[config.mk]
export PLATFORM = sky130hd
export DESIGN_NAME = sukl_cell
export DESIGN_NICKNAME = d
export VERILOG_FILES = /design/src/design/sukl_pkg.sv /design/src/design/sukl_cell.sv
export SDC_FILE = /design/constraint.sdc
export NUM_CORES = 1
export LEC_CHECK = 0
export BUFFER_PORTS_ARGS = -buffer_cell sky130_fd_sc_hd__buf_2
export CORE_ASPECT_RATIO = 1.1
export CORE_MARGIN = 5
export CORE_UTILIZATION = 45
export CTS_CLUSTER_DIAMETER = 150
export CTS_CLUSTER_SIZE = 24
export DETAILED_ROUTE_END_ITERATION = 8
export HOLD_SLACK_MARGIN = 0.1
export PLACE_DENSITY = 0.81
export SYNTH_ARGS = -nofsm -noshare
export SYNTH_HDL_FRONTEND = slang
export SYNTH_SLANG_ARGS = --single-unit
[constraint.sdc]
create_clock -name clk -period 2.95 [get_ports clk]
set_input_delay 0.59 -clock clk [delete_from_list [all_inputs] [get_ports clk]]
set_output_delay 0.59 -clock clk [all_outputs]
set_load 0.01 [all_outputs]
[src/design/sukl_pkg.sv]
// Shared types and codes for the sorted unique-key list.
package sukl_pkg;

    localparam logic [1:0] CMD_INSERT    = 2'd0;
    localparam logic [1:0] CMD_DUMP_ASC  = 2'd1;
    localparam logic [1:0] CMD_DUMP_DESC = 2'd2;

    localparam logic [2:0] STATUS_INSERTED  = 3'd0;
    localparam logic [2:0] STATUS_DUPLICATE = 3'd1;
    localparam logic [2:0] STATUS_FULL      = 3'd2;
    localparam logic [2:0] STATUS_ENTRY     = 3'd3;
    localparam logic [2:0] STATUS_EMPTY     = 3'd4;

    typedef struct packed {
        logic [1:0]         cmd;
        logic signed [31:0] key;
        logic [31:0]        value;
    } req_t;

    typedef struct packed {
        logic [2:0]         status;
        logic signed [31:0] out_key;
        logic [31:0]        out_value;
        logic [5:0]         entry_count;
        logic               last;
    } rsp_t;

    typedef struct packed {
        logic signed [31:0] key;
        logic [31:0]        value;
    } entry_t;

    typedef enum logic [1:0] {
        OP_HOLD,
        OP_NEW,
        OP_NBR
    } cell_op_t;

    typedef enum logic {
        ST_IDLE,
        ST_DUMP
    } state_t;

endpackage

[src/design/sukl_cell.sv]
// One storage cell of the key chain: holds an entry and compares it with the incoming key.
module sukl_cell
    import sukl_pkg::*;
(
    input  logic               clk,
    input  cell_op_t           op,
    input  entry_t             new_entry,
    input  entry_t             nbr_entry,
    output entry_t             entry,
    output logic               gt,
    output logic               eq
);

    entry_t entry_reg;

    always_ff @(posedge clk)
    begin
        case (op)
            OP_NEW:  entry_reg <= new_entry;
            OP_NBR:  entry_reg <= nbr_entry;
            default: entry_reg <= entry_reg;
        endcase
    end

    assign entry = entry_reg;
    assign gt    = entry_reg.key > new_entry.key;
    assign eq    = entry_reg.key == new_entry.key;

endmodule

==> results.yml <==
critical_path:
  critPathLaunchType: "flip-flop"
  crit_path_end_kind: "output port"
  cp_max_fo: 3
  cp-startpoint: "entry[53]"
  arrival_ns: 2.21
  path_class: "flip-flop to output port"
  required_ns: 2.36
  crit_end: "gt"
timing:
  setup_slack_ns: 0.153
  rsz0062_at_grt: "no"
  slew_viol_final: 0
  layout_min_cycle_time_ns: 2.80
  worst_slew_pin_slew_ns: 0.473
  max_clock_freq_ghz: 0.358
  tns_ns: 0
  finalSetupViolations: 0
  relSlewSlack: 0.684
  hold_violations: 0
  period_share: 0.948
min_path:
  worstHoldPathType: "primary input to flip-flop"
  min_path_cells: 3
power_and_ir_drop:
  p_leak_nw: 2.29
  peakVddDrop_mv: 0.390
  power_density_nw_per_um2: 554
  power_mw: 2.67
route:
  vias_per_cell: 4.84
  dr_wl_met3_mm: 1.13
  final_antenna_net_count: 0
  drc: 0
  drt-total-wl_mm: 9.24
  vias: 2902
  met2_length_mm: 4.53
  first_iter_violations: 50
  met1Wirelength_mm: 3.48
  drtPass1Iterations: 5
  top_layer: "met4"
  post_drt_wl_per_cell_um: 15.4
floorplan:
  core_area_um2: 7510
  dieArea_um2: 9610
  die_w_um: 93.9
  initial_core_util: 0.464
  row_count: 33
  die_h_um: 102
  io-pin-count: 197
synthesis:
  synth_area_um2: 3480
  syn_avg_cell_area_um2: 12.0
  synth-seq-area-share: 0.552
  ys_seq_elements: 64
  syn_nets: 454
  ys_warn_count: 0
  synth_cell_types: 30
  synthCells: 290
finish:
  nets: 654
  area_delta_synth_final_pct: 38.4
  layout-drive-gt1-share: 0.521
  mostFrequentLayoutCells: "buf_2, edfxtp_1, nand2_1, inv_1, mux2_2"
  fillCellCount: 632
  diodes: 0
  largest_reg_flops: 64
  layout_commonest_cell: "buf_2"
  design_area_um2: 4820
place:
  place_ws_ns: 0.175
  dp_hpwl_mm: 7.50
  post_dp_cell_area_um2: 4600
  portBuffers: 196
  gp_congestion: 0.789
cts:
  post_cts_buffers: 0
  cts_buffers: 9
  htree_levels: 3
  hold_buffers: 0
  cts_tree: "yes"
  clock_sinks: 64
  root_buffer: "clkbuf_8"
  cts_resized: 0
  clkTransAtPathRegs_ns: 0.08
  clk_path_buf_depth: 2
global_routing:
  grt_pass1_vias: 3129
  grt_usage: 0.193
  antenna_found_initial: 0
  grt_max_degree: 52
  grt_first_pass_wirelength_mm: 14.3
  overflow: 0
run:
  drv_cap: 0
run_status:
  outcome: "finished clean"
## report_power, final
part           leakage (nW)  internal, mW  switching, mW
registers             0.626          1.16         0.0500
clock network         0.113         0.477          0.360
logic                  1.55         0.287          0.337
total                  2.29          1.92          0.747
## critical path, stage by stage, from the launching register on
cell      delay [ns]
edfxtp_1        0.41
ha_1            0.33
nand4_1         0.11
nor4_1          0.43
and3_2          0.27
o21a_1          0.13
a21oi_2         0.04
buf_2           0.15
## area by class of cell
cell class	instances	area, µm²	share of cell area
flip-flops and latches	64	1920	0.399
clock buffers	9	124	0.0257
repair buffers	200	1020	0.212
well taps	105	131	0.0272
inverters	35	131	0.0272
clock inverters	7	96.3	0.0200
multi-input cells	180	1390	0.289
## cell families after synthesis
group	Yosys count	share of synthesized area
flops	64	0.552
compound gates	59	0.0959
simple gates	55	0.0754
buf+inv	46	0.0521
mux	33	0.107
fa+ha+maj	33	0.118
## worst min path at each step
stage,from,to,slack [ns]
6_report,nbr_entry[53],entry[53],0.53
5_1_grt,nbr_entry[6],entry[6],0.52
2_1_floorplan,nbr_entry[61],entry[61],0.78
4_1_cts,nbr_entry[53],entry[53],0.51
3_3_place_gp,nbr_entry[59],entry[59],0.87
3_5_place_dp,nbr_entry[36],entry[36],0.88
## cells in the mapped netlist (all sizes together)
| cell type | n | area (µm²) |
|---|---|---|
| a21boi | 1 | 11.3 |
| inv | 35 | 131 |
| a211oi | 2 | 15.0 |
| o21ai | 35 | 175 |
| and4 | 1 | 8.76 |
| o2bb2ai | 1 | 8.76 |
| o21a | 2 | 15.0 |
| a21o | 1 | 7.51 |
| o31ai | 1 | 7.51 |
| clkbuf | 4 | 15.0 |
| edfxtp | 64 | 1920 |
| nand2 | 39 | 146 |
| nand4 | 6 | 50.0 |
| or2 | 1 | 6.26 |
| mux2 | 33 | 372 |
| nor2 | 2 | 7.51 |
| a21oi | 13 | 68.8 |
| and3 | 1 | 7.51 |
| nor2b | 2 | 12.5 |
| ha | 33 | 413 |
| o31a | 1 | 8.76 |
| nor4 | 2 | 18.8 |
| nand3 | 1 | 5.00 |
| a211o | 1 | 8.76 |
| o211ai | 1 | 7.51 |
| buf | 7 | 35.0 |
## layer usage
metal  global-route usage  up-vias
met5                    0        -
met4               0.0533        0
met3               0.0943        8
met2                0.334      145
met1                0.212     1298
li1                     -     1451
## stage by stage
| stage | util | std cells | hold slack [ns] |
|---|---|---|---|
| global placement | 0.612 | 584 | 0.869 |
| global route | 0.642 | 600 | 0.525 |
| floorplan | - | 290 | 0.777 |
| finish | 0.642 | 600 | 0.532 |
| detailed placement | 0.612 | 584 | 0.876 |
| CTS | 0.642 | 600 | 0.512 |
Power figures use the tool's default switching activity.
